<file path="src/design/track_switch_mode_controller_defines.svh">
// Assertion macros used by the track switch mode controller design file.
`ifndef TRACK_SWITCH_MODE_CONTROLLER_DEFINES_SVH
`define TRACK_SWITCH_MODE_CONTROLLER_DEFINES_SVH

`ifndef SYNTHESIS
// Same-cycle implication, checked outside reset.
`define TSMC_ASSERT_IMP(lbl, clk, rst_n, ante, cons) \
  lbl: assert property (@(posedge clk) disable iff (!rst_n) (ante) |-> (cons)) \
    else $error("track switch controller check failed");
// Next-cycle implication, checked outside reset.
`define TSMC_ASSERT_NXT(lbl, clk, rst_n, ante, cons) \
  lbl: assert property (@(posedge clk) disable iff (!rst_n) (ante) |=> (cons)) \
    else $error("track switch controller check failed");
`else
`define TSMC_ASSERT_IMP(lbl, clk, rst_n, ante, cons)
`define TSMC_ASSERT_NXT(lbl, clk, rst_n, ante, cons)
`endif

`endif

</file>
<file path="src/design/tsmc_pkg.sv">
// Package with the codes, field widths and reset values of the track switch controller.
package tsmc_pkg;

  // Field widths.
  localparam int unsigned ActionW   = 2;
  localparam int unsigned PosW      = 2;
  localparam int unsigned DirW      = 2;
  localparam int unsigned TimeW     = 32;
  localparam int unsigned PortW     = 1;
  localparam int unsigned ChanW     = 3;
  localparam int unsigned PwmW      = 4;
  localparam int unsigned CodeW     = 3;
  localparam int unsigned ModeW     = 2;
  localparam int unsigned ThrW      = 16;
  localparam int unsigned CfgIdxW   = 2;
  localparam int unsigned InDataW   = 48;
  localparam int unsigned OutDataW  = 8;

  // Actions carried on the input tuser.
  localparam logic [ActionW-1:0] ACT_DETECT = 2'd0;
  localparam logic [ActionW-1:0] ACT_REMOTE = 2'd1;
  localparam logic [ActionW-1:0] ACT_BUTTON = 2'd2;

  // Train positions.
  localparam logic [PosW-1:0] POS_NONE  = 2'd0;
  localparam logic [PosW-1:0] POS_ENTER = 2'd1;

  // Train directions.
  localparam logic [DirW-1:0] DIR_NONE    = 2'd0;
  localparam logic [DirW-1:0] DIR_FORK    = 2'd1;
  localparam logic [DirW-1:0] DIR_MERGE   = 2'd2;
  localparam logic [DirW-1:0] DIR_INVALID = 2'd3;

  // Modes.
  localparam logic [ModeW-1:0] MODE_MANUAL    = 2'd0;
  localparam logic [ModeW-1:0] MODE_ALTERNATE = 2'd1;
  localparam logic [ModeW-1:0] MODE_REDIRECT  = 2'd2;
  localparam logic [ModeW-1:0] MODE_LOOP      = 2'd3;

  // Detection codes.
  localparam logic [CodeW-1:0] CODE_NONE       = 3'd0;
  localparam logic [CodeW-1:0] CODE_MERGE_BASE = 3'd3;
  localparam logic [CodeW-1:0] CODE_NONE_SENT  = 3'd7;

  // Configuration register indexes.
  localparam logic [CfgIdxW-1:0] CFG_PORT      = 2'd0;
  localparam logic [CfgIdxW-1:0] CFG_CHANNEL   = 2'd1;
  localparam logic [CfgIdxW-1:0] CFG_THRESHOLD = 2'd2;

  // Configuration reset values.
  localparam logic [PortW-1:0] PORT_RESET      = 1'b1;
  localparam logic [ChanW-1:0] CHANNEL_RESET   = 3'd1;
  localparam logic [ThrW-1:0]  THRESHOLD_RESET = 16'd5000;

  // Remote request pwm value that means float.
  localparam logic [PwmW-1:0] PWM_FLOAT = 4'd0;

endpackage

</file>
<file path="src/design/track_switch_mode_controller.sv">
// Track switch mode controller: turns sensor and toggle words into switch commands.
//
// Usage: each input word on in_* carries one event, selected by in_tuser (detection,
// remote mode toggle or local button toggle). Every accepted word yields exactly one
// result word on out_*, holding the detection broadcast, a route toggle command, a
// mode broadcast flag and the current mode.
// Timing: the result appears in the cycle after the input word is accepted, held in a
// single output register. Throughput: one word per cycle while the receiver takes each
// result; the event decode, the elapsed-time subtract and the threshold compare all sit
// between the input port and the output register.
// Stalls: in_tready stays high while the output register is empty or is being emptied
// in the same cycle, so a stalled receiver holds the result and blocks new input only
// until that word is taken.
// Configuration: cfg_we writes the register chosen by cfg_index (0 port, 1 channel,
// 2 redirect threshold in ms) at the clock edge; write only while the block is idle.
// Reset: rst_n low, synchronous, returns to manual mode, forgets the last detection
// code, clears the redirect flags and exit time, and restores configuration defaults.
`include "track_switch_mode_controller_defines.svh"

module track_switch_mode_controller (
  input  logic                          clk,
  input  logic                          rst_n,
  // Input channel.
  input  logic                          in_tvalid,
  output logic                          in_tready,
  // Fields, low bit up: position[1:0], direction[3:2], now_ms[35:4], req_port[36],
  // req_channel[39:37], req_pwm[43:40], zero fill[47:44].
  input  logic [tsmc_pkg::InDataW-1:0]  in_tdata,
  // Fields: action[1:0].
  input  logic [tsmc_pkg::ActionW-1:0]  in_tuser,
  // Result channel.
  output logic                          out_tvalid,
  input  logic                          out_tready,
  // Fields, low bit up: send_detection[0], detection_code[3:1], toggle_track[4],
  // send_mode[5], mode_now[7:6].
  output logic [tsmc_pkg::OutDataW-1:0] out_tdata,
  // Configuration write port.
  input  logic                          cfg_we,
  input  logic [tsmc_pkg::CfgIdxW-1:0]  cfg_index,
  input  logic [tsmc_pkg::ThrW-1:0]     cfg_wdata
);

  // Configuration registers.
  logic [tsmc_pkg::PortW-1:0] ctl_port_r;
  logic [tsmc_pkg::ChanW-1:0] ctl_chan_r;
  logic [tsmc_pkg::ThrW-1:0]  threshold_r;

  // Controller state.
  logic [tsmc_pkg::ModeW-1:0] mode_r, mode_nxt;
  logic [tsmc_pkg::CodeW-1:0] last_code_r, last_code_nxt;
  logic                       redirecting_r, redirecting_nxt;
  logic                       redirected_r, redirected_nxt;
  logic [tsmc_pkg::TimeW-1:0] last_exit_r, last_exit_nxt;

  // Output register.
  logic                          out_valid_r;
  logic [tsmc_pkg::OutDataW-1:0] out_data_r, out_data_nxt;

  // Unpacked input fields.
  logic [tsmc_pkg::ActionW-1:0] action;
  logic [tsmc_pkg::PosW-1:0]    position;
  logic [tsmc_pkg::DirW-1:0]    direction;
  logic [tsmc_pkg::TimeW-1:0]   now_ms;
  logic [tsmc_pkg::PortW-1:0]   req_port;
  logic [tsmc_pkg::ChanW-1:0]   req_channel;
  logic [tsmc_pkg::PwmW-1:0]    req_pwm;

  // Per-word decode.
  logic                       in_fire;
  logic [tsmc_pkg::CodeW-1:0] code;
  logic [tsmc_pkg::TimeW-1:0] elapsed;
  logic                       in_window;
  logic                       send_det;
  logic [tsmc_pkg::CodeW-1:0] code_out;
  logic                       toggle;
  logic                       send_mode;

  assign action      = in_tuser;
  assign position    = in_tdata[1:0];
  assign direction   = in_tdata[3:2];
  assign now_ms      = in_tdata[35:4];
  assign req_port    = in_tdata[36];
  assign req_channel = in_tdata[39:37];
  assign req_pwm     = in_tdata[43:40];

  // The output register can take a new word when empty or when it drains this cycle.
  assign in_tready  = !out_valid_r || out_tready;
  assign in_fire    = in_tvalid && in_tready;
  assign out_tvalid = out_valid_r;
  assign out_tdata  = out_data_r;

  // Detection code and redirect window.
  always_comb begin
    if (position == tsmc_pkg::POS_NONE || direction == tsmc_pkg::DIR_NONE) begin
      code = tsmc_pkg::CODE_NONE;
    end else if (direction == tsmc_pkg::DIR_MERGE) begin
      code = {1'b0, position} + tsmc_pkg::CODE_MERGE_BASE;
    end else begin
      code = {1'b0, position};
    end
  end

  assign elapsed   = now_ms - last_exit_r;
  assign in_window = elapsed < {{(tsmc_pkg::TimeW - tsmc_pkg::ThrW){1'b0}}, threshold_r};

  // Event handling: next state and result fields.
  always_comb begin
    mode_nxt        = mode_r;
    last_code_nxt   = last_code_r;
    redirecting_nxt = redirecting_r;
    redirected_nxt  = redirected_r;
    last_exit_nxt   = last_exit_r;
    send_det        = 1'b0;
    code_out        = tsmc_pkg::CODE_NONE;
    toggle          = 1'b0;
    send_mode       = 1'b0;
    case (action)
      tsmc_pkg::ACT_DETECT: begin
        if (direction != tsmc_pkg::DIR_INVALID) begin
          if (code != last_code_r) begin
            send_det      = 1'b1;
            code_out      = code;
            last_code_nxt = code;
          end
          if (direction == tsmc_pkg::DIR_FORK) begin
            if (mode_r == tsmc_pkg::MODE_ALTERNATE) begin
              toggle = (position == tsmc_pkg::POS_NONE);
            end else if (mode_r == tsmc_pkg::MODE_REDIRECT ||
                         mode_r == tsmc_pkg::MODE_LOOP) begin
              if (!redirecting_r && !redirected_r &&
                  position == tsmc_pkg::POS_ENTER && in_window) begin
                toggle          = 1'b1;
                redirecting_nxt = 1'b1;
              end else if (position == tsmc_pkg::POS_NONE) begin
                // Clean exit: restore the route if this train was redirected.
                last_exit_nxt = now_ms;
                if (redirecting_r) begin
                  redirecting_nxt = 1'b0;
                  redirected_nxt  = (mode_r == tsmc_pkg::MODE_LOOP);
                  toggle          = 1'b1;
                end else begin
                  redirected_nxt = 1'b0;
                end
              end
            end
          end
        end
      end
      tsmc_pkg::ACT_REMOTE: begin
        if (req_port == ctl_port_r && req_channel == ctl_chan_r &&
            req_pwm == tsmc_pkg::PWM_FLOAT) begin
          mode_nxt  = mode_r + 2'd1;
          send_mode = 1'b1;
        end
      end
      tsmc_pkg::ACT_BUTTON: begin
        mode_nxt  = mode_r + 2'd1;
        send_mode = 1'b1;
      end
      default: begin
        // Unused action: no state change, empty result.
      end
    endcase
    out_data_nxt = {mode_nxt, send_mode, toggle, code_out, send_det};
  end

  // Configuration registers.
  always_ff @(posedge clk) begin
    if (!rst_n) begin
      ctl_port_r  <= tsmc_pkg::PORT_RESET;
      ctl_chan_r  <= tsmc_pkg::CHANNEL_RESET;
      threshold_r <= tsmc_pkg::THRESHOLD_RESET;
    end else if (cfg_we) begin
      case (cfg_index)
        tsmc_pkg::CFG_PORT:      ctl_port_r  <= cfg_wdata[tsmc_pkg::PortW-1:0];
        tsmc_pkg::CFG_CHANNEL:   ctl_chan_r  <= cfg_wdata[tsmc_pkg::ChanW-1:0];
        tsmc_pkg::CFG_THRESHOLD: threshold_r <= cfg_wdata;
        default: begin
        end
      endcase
    end
  end

  // Controller state, updated once per accepted word.
  always_ff @(posedge clk) begin
    if (!rst_n) begin
      mode_r        <= tsmc_pkg::MODE_MANUAL;
      last_code_r   <= tsmc_pkg::CODE_NONE_SENT;
      redirecting_r <= 1'b0;
      redirected_r  <= 1'b0;
      last_exit_r   <= '0;
    end else if (in_fire) begin
      mode_r        <= mode_nxt;
      last_code_r   <= last_code_nxt;
      redirecting_r <= redirecting_nxt;
      redirected_r  <= redirected_nxt;
      last_exit_r   <= last_exit_nxt;
    end
  end

  // Output register valid flag.
  always_ff @(posedge clk) begin
    if (!rst_n) begin
      out_valid_r <= 1'b0;
    end else if (in_fire) begin
      out_valid_r <= 1'b1;
    end else if (out_tready) begin
      out_valid_r <= 1'b0;
    end
  end

  // Output register payload.
  always_ff @(posedge clk) begin
    if (in_fire) begin
      out_data_r <= out_data_nxt;
    end
  end

  // A train is never both being redirected and marked as already redirected.
  `TSMC_ASSERT_IMP(a_flags_exclusive, clk, rst_n, 1'b1, !(redirecting_r && redirected_r))
  // A detection code is only shown when it is broadcast.
  `TSMC_ASSERT_IMP(a_code_needs_send, clk, rst_n, out_valid_r && !out_data_r[0],
    out_data_r[3:1] == tsmc_pkg::CODE_NONE)
  // A mode change and a route change never come from the same word.
  `TSMC_ASSERT_IMP(a_toggle_or_mode, clk, rst_n, out_valid_r, !(out_data_r[4] && out_data_r[5]))
  // A broadcast mode change advances the mode by one step.
  `TSMC_ASSERT_NXT(a_mode_step, clk, rst_n, in_fire && send_mode,
    mode_r == $past(mode_r) + 2'd1)
  // The reported mode matches the mode register after the word is taken.
  `TSMC_ASSERT_NXT(a_mode_report, clk, rst_n, in_fire, out_data_r[7:6] == mode_r)

endmodule
</file>
<file path="config.mk">
export PLATFORM = sky130hd
export DESIGN_NAME = track_switch_mode_controller
export DESIGN_NICKNAME = d
export VERILOG_FILES = /design/src/design/tsmc_pkg.sv /design/src/design/track_switch_mode_controller.sv
export VERILOG_INCLUDE_DIRS = /design/src /design/src/design
export SDC_FILE = /design/constraint.sdc
export NUM_CORES = 1
export LEC_CHECK = 0
export BUFFER_PORTS_ARGS = -buffer_cell sky130_fd_sc_hd__buf_2
export CELL_PAD_IN_SITES_DETAIL_PLACEMENT = 0
export CELL_PAD_IN_SITES_GLOBAL_PLACEMENT = 1
export CORE_UTILIZATION = 46
export CTS_CLUSTER_SIZE = 28
export DETAILED_ROUTE_END_ITERATION = 12
export GPL_TIMING_DRIVEN = 1
export PLACE_DENSITY = 0.94
export SLEW_MARGIN = 20
export SYNTH_ARGS = -nofsm -noshare
export SYNTH_HDL_FRONTEND = slang
export SYNTH_SLANG_ARGS = --single-unit
</file>
<file path="constraint.sdc">
create_clock -name clk -period 11.7 [get_ports clk]
set_input_delay 0.585 -clock clk [delete_from_list [all_inputs] [get_ports clk]]
set_output_delay 0.585 -clock clk [all_outputs]
set_load 0.03 [all_outputs]
</file>
==> metrics.log <==
INFO  metric run_status = complete, but fails checks
INFO  metric violations = design-rule violations
INFO  metric synth.largest_area_cell = dfxtp_1
INFO  metric fin_nets = 887
INFO  metric number_of_buffers_added_to_fix_hold_violations_after_cts = 0
INFO  metric finalWeightedCongestion = 0.8864
INFO  metric vias_per_cell = between 5 and 6
INFO  metric die_x = 111.0 um
INFO  metric timing.final.setup_violations = 0
INFO  metric drt_wl_total = 13.20 mm
INFO  metric worst_skew_pair.late_latency = 0.35 ns
INFO  metric floorplan.die.height = 111.0 um
INFO  metric postRouteAntennaNets = 0
INFO  metric worstMarginPinSlew = 0.9930 ns
INFO  metric worst-path-max-fanout = 32
INFO  metric setup.reg_to_reg.worst_slack = 6.23 ns
INFO  metric final.setup_skew = 0.006661 ns
INFO  metric io_buffers = 78
INFO  metric tritoncts.num_buffers = 9
INFO  metric grt.overflow.total = 0
INFO  metric worst-endpoint-required = approximately 12 ns
INFO  metric drc_errors = 10
INFO  metric ff_latch_area = 1441 um2
INFO  metric share_of_post_route_cells_with_drive_strength_above_1 = 0.1376
INFO  metric clk_pin_slew = 0.06 ns
INFO  metric flow.area_growth_from_synthesis = 13.54%
INFO  metric grt_first_pass_wirelength = approximately 23 mm
INFO  metric final_min_period_over_clock_period = 0.4679
INFO  metric place_hpwl = 10.26 mm
INFO  metric htree_levels = 3
INFO  metric clock_tree_from_tritoncts = built
INFO  metric synth_top_area_share = 0.2199
INFO  metric most_common_cell_after_layout_fill_and_taps_aside = nand2_1
INFO  metric achievable-frequency = 0.1827 GHz
INFO  metric final-max-slew-violation-count = 0
INFO  metric synth.avg_cell_area = 7.836 um2
INFO  metric grt_antenna_before_repair = 0
INFO  metric cts-root-to-sink-buffers = 2
INFO  metric critPathCaptureType = flop
INFO  metric synth_flop_cell = dfxtp_1
INFO  metric initial_core_util = 0.4743
INFO  metric asyncSetResetFlopFracSynth = 0
INFO  metric number_of_synthesized_flops_with_an_enable_pin = 8
INFO  metric setup-tns-final = 0 ns
INFO  metric multi_input_comb_area = 3638 um2
INFO  metric groute.usage.overall = 0.2264
INFO  metric synth_sequential_area_ratio = 0.2639
INFO  metric antenna_cells = 0
INFO  metric placeableCoreArea = around 12000 um2
INFO  metric post_synth_num_cell_types = 69
INFO  metric via_count = between 4000 and 5000
INFO  metric layout.filler_cells = 1113
INFO  metric cts.root.buffer_cell = clkbuf_16
INFO  metric syn-cell-area = 5461 um2
INFO  metric post_cts.repair.setup_buffers = 0
INFO  metric slew-limit-headroom = 0.3209
INFO  metric pin_count = 83
INFO  metric mappedNetlistNets = 826
INFO  metric postCtsResizedCells = 0
INFO  metric fin_crit_period = 5.474 ns
INFO  metric pleak = 0.002473 uW
INFO  metric grt_pass1_vias = about 4800
INFO  metric vdd_ir_drop_max = approximately 0.07 mV
INFO  metric total_count_of_hold_check_failures_in_the_final_report = 0
INFO  metric synth_area_leaders = dfxtp_1 (22%), ha_1 (13%), nand2_1 (9.3%)
INFO  metric grt_start_max_net_pins = 94
INFO  metric layout.cells.most_common_list = nand2_1 (136), buf_2 (78), inv_1 (65), dfxtp_1 (60), ha_1 (55)
INFO  metric data_arrival_time_of_the_critical_path = 5.68 ns
INFO  metric detailedRoute.firstPassIterationCount = 9
INFO  metric totalPowerFinal = 650.5 uW
INFO  metric rsz0062_at_grt = no
INFO  metric power.density = around 100 nW/um2
INFO  metric dieArea = 12310 um2
INFO  metric max-cap-violations = 0
INFO  metric wl_per_cell = approximately 15 um
INFO  metric yosys_register_bits = 68
INFO  metric worst-setup-path-type = in2reg
INFO  metric clock_sink_total = between 60 and 70
INFO  metric hold_path.class = reg2reg
INFO  metric critPathLaunchType = input port
INFO  metric drtIter0Drc = 261
INFO  metric floorplan.rows = 39
INFO  metric synth_warnings = 0
INFO  metric post_synth_inst_count = 697
==> worst max-delay path: stages <==
cell       delay (ns)
buf_2            0.09
inv_1            0.04
ha_1             0.21
fa_1             0.40
nand2b_1         0.19
a21oi_2          0.24
o21bai_1         0.17
a211oi_4         0.42
nor2_1           0.14
xnor2_1          0.22
ha_1             0.26
nand4_1          0.10
a211oi_1         0.07
o31a_1           0.14
a2111oi_2        0.43
o311ai_1         0.16
nor4_1           0.27
and4b_1          0.24
nand4_1          0.15
a2111oi_4        0.58
nor2_4           0.05
buf_4            0.32
mux2i_1          0.19
==> flip-flops by register name, summed over array words and instances, names as in the netlist <==
signal / cells
ctl_chan_r: 3
ctl_port_r: 1
last_code_r: 3
last_exit_r: 32
mode_r: 2
out_tdata: 8
out_tvalid: 1
redirected_r: 1
redirecting_r: 1
threshold_r: 16
==> layer usage <==
metal	global-route usage	routed length, um	up-vias
met3	0.03718	591	15
met4	0.08219	238	0
li1	-	-	2560
met2	0.3556	5941	94
met5	0	0	-
met1	0.3119	6425	2319
==> synth_stat cells (4+ instances only) <==
cell type  count
o31ai_1        5
nor3_1         9
xnor2_1       17
nand2_1      136
o211ai_1      11
inv_1         65
a31oi_1        6
ha_1          55
xor2_1         7
a21o_1         8
nand4_1       12
nor2_1        31
edfxtp_1       8
mux2i_1       41
dfxtp_1       60
o21ai_1        6
o21ai_0       21
nand3_1        9
o21a_1        10
nor2b_1        8
o21bai_1       5
and2_1         6
a21oi_1       41
nand2b_1       9
clkbuf_1      21
a211oi_1       5
a21boi_0      15
buf_2          6
nand3b_1       4
==> worst paths after layout <==
| path | start | end | cells past startpoint |
|---|---|---|---|
| max | in_tdata[4] | last_exit_r[26]$_SDFFE_PN0P_ | 23 |
| min | last_exit_r[28]$_SDFFE_PN0P_ | last_exit_r[28]$_SDFFE_PN0P_ | 2 |
| max reg2reg | last_exit_r[2]$_SDFFE_PN0P_ | last_exit_r[26]$_SDFFE_PN0P_ | 20 |
| min reg2reg | last_exit_r[28]$_SDFFE_PN0P_ | last_exit_r[28]$_SDFFE_PN0P_ | 2 |
==> cell families (layout without fill, tap and decap cells) <==
group / Yosys count / in the layout / share of synthesized area
simple gates: 246 / 246 / 0.2080
compound gates: 166 / 166 / 0.2119
buf+inv: 95 / 161 / 0.07079
flops: 68 / 68 / 0.2639
fa+ha+maj: 56 / 56 / 0.1297
mux: 42 / 42 / 0.07720
xor+xnor: 24 / 24 / 0.03849
==> power breakdown <==
| part | switching [uW] | internal, uW | total (uW) |
|---|---|---|---|
| sequential | 2.12 | 241 | 243 |
| combinational | 79.4 | 52.1 | 131 |
| clock | 111 | 165 | 276 |
| total | 192 | 458 | 651 |
==> through the flow <==
stage | utilization | std cells | hold WS (ns) | worst slack (ns) | area, um2
3_3_place_gp | 0.5130 | 890 | 0.4384 | 5.994 | 5908
6_report | 0.5385 | 906 | 0.4556 | 6.226 | 6201
2_1_floorplan | - | 697 | 0.4297 | 6.994 | 5461
3_5_place_dp | 0.5130 | 890 | 0.4492 | 5.918 | 5908
4_1_cts | 0.5385 | 906 | 0.4576 | 6.212 | 6201
5_1_grt | 0.5385 | 906 | 0.4786 | 5.838 | 6201
==> area by class of cell <==
type,instances,share of cell area
multi-input cells,534,0.5868
flip-flops and latches,68,0.2324
repair buffers,80,0.06538
inverters,65,0.03935
clock buffers,10,0.03692
well taps,143,0.02885
clock inverters,6,0.01029
No activity file was read; power rests on OpenSTA's default activity.
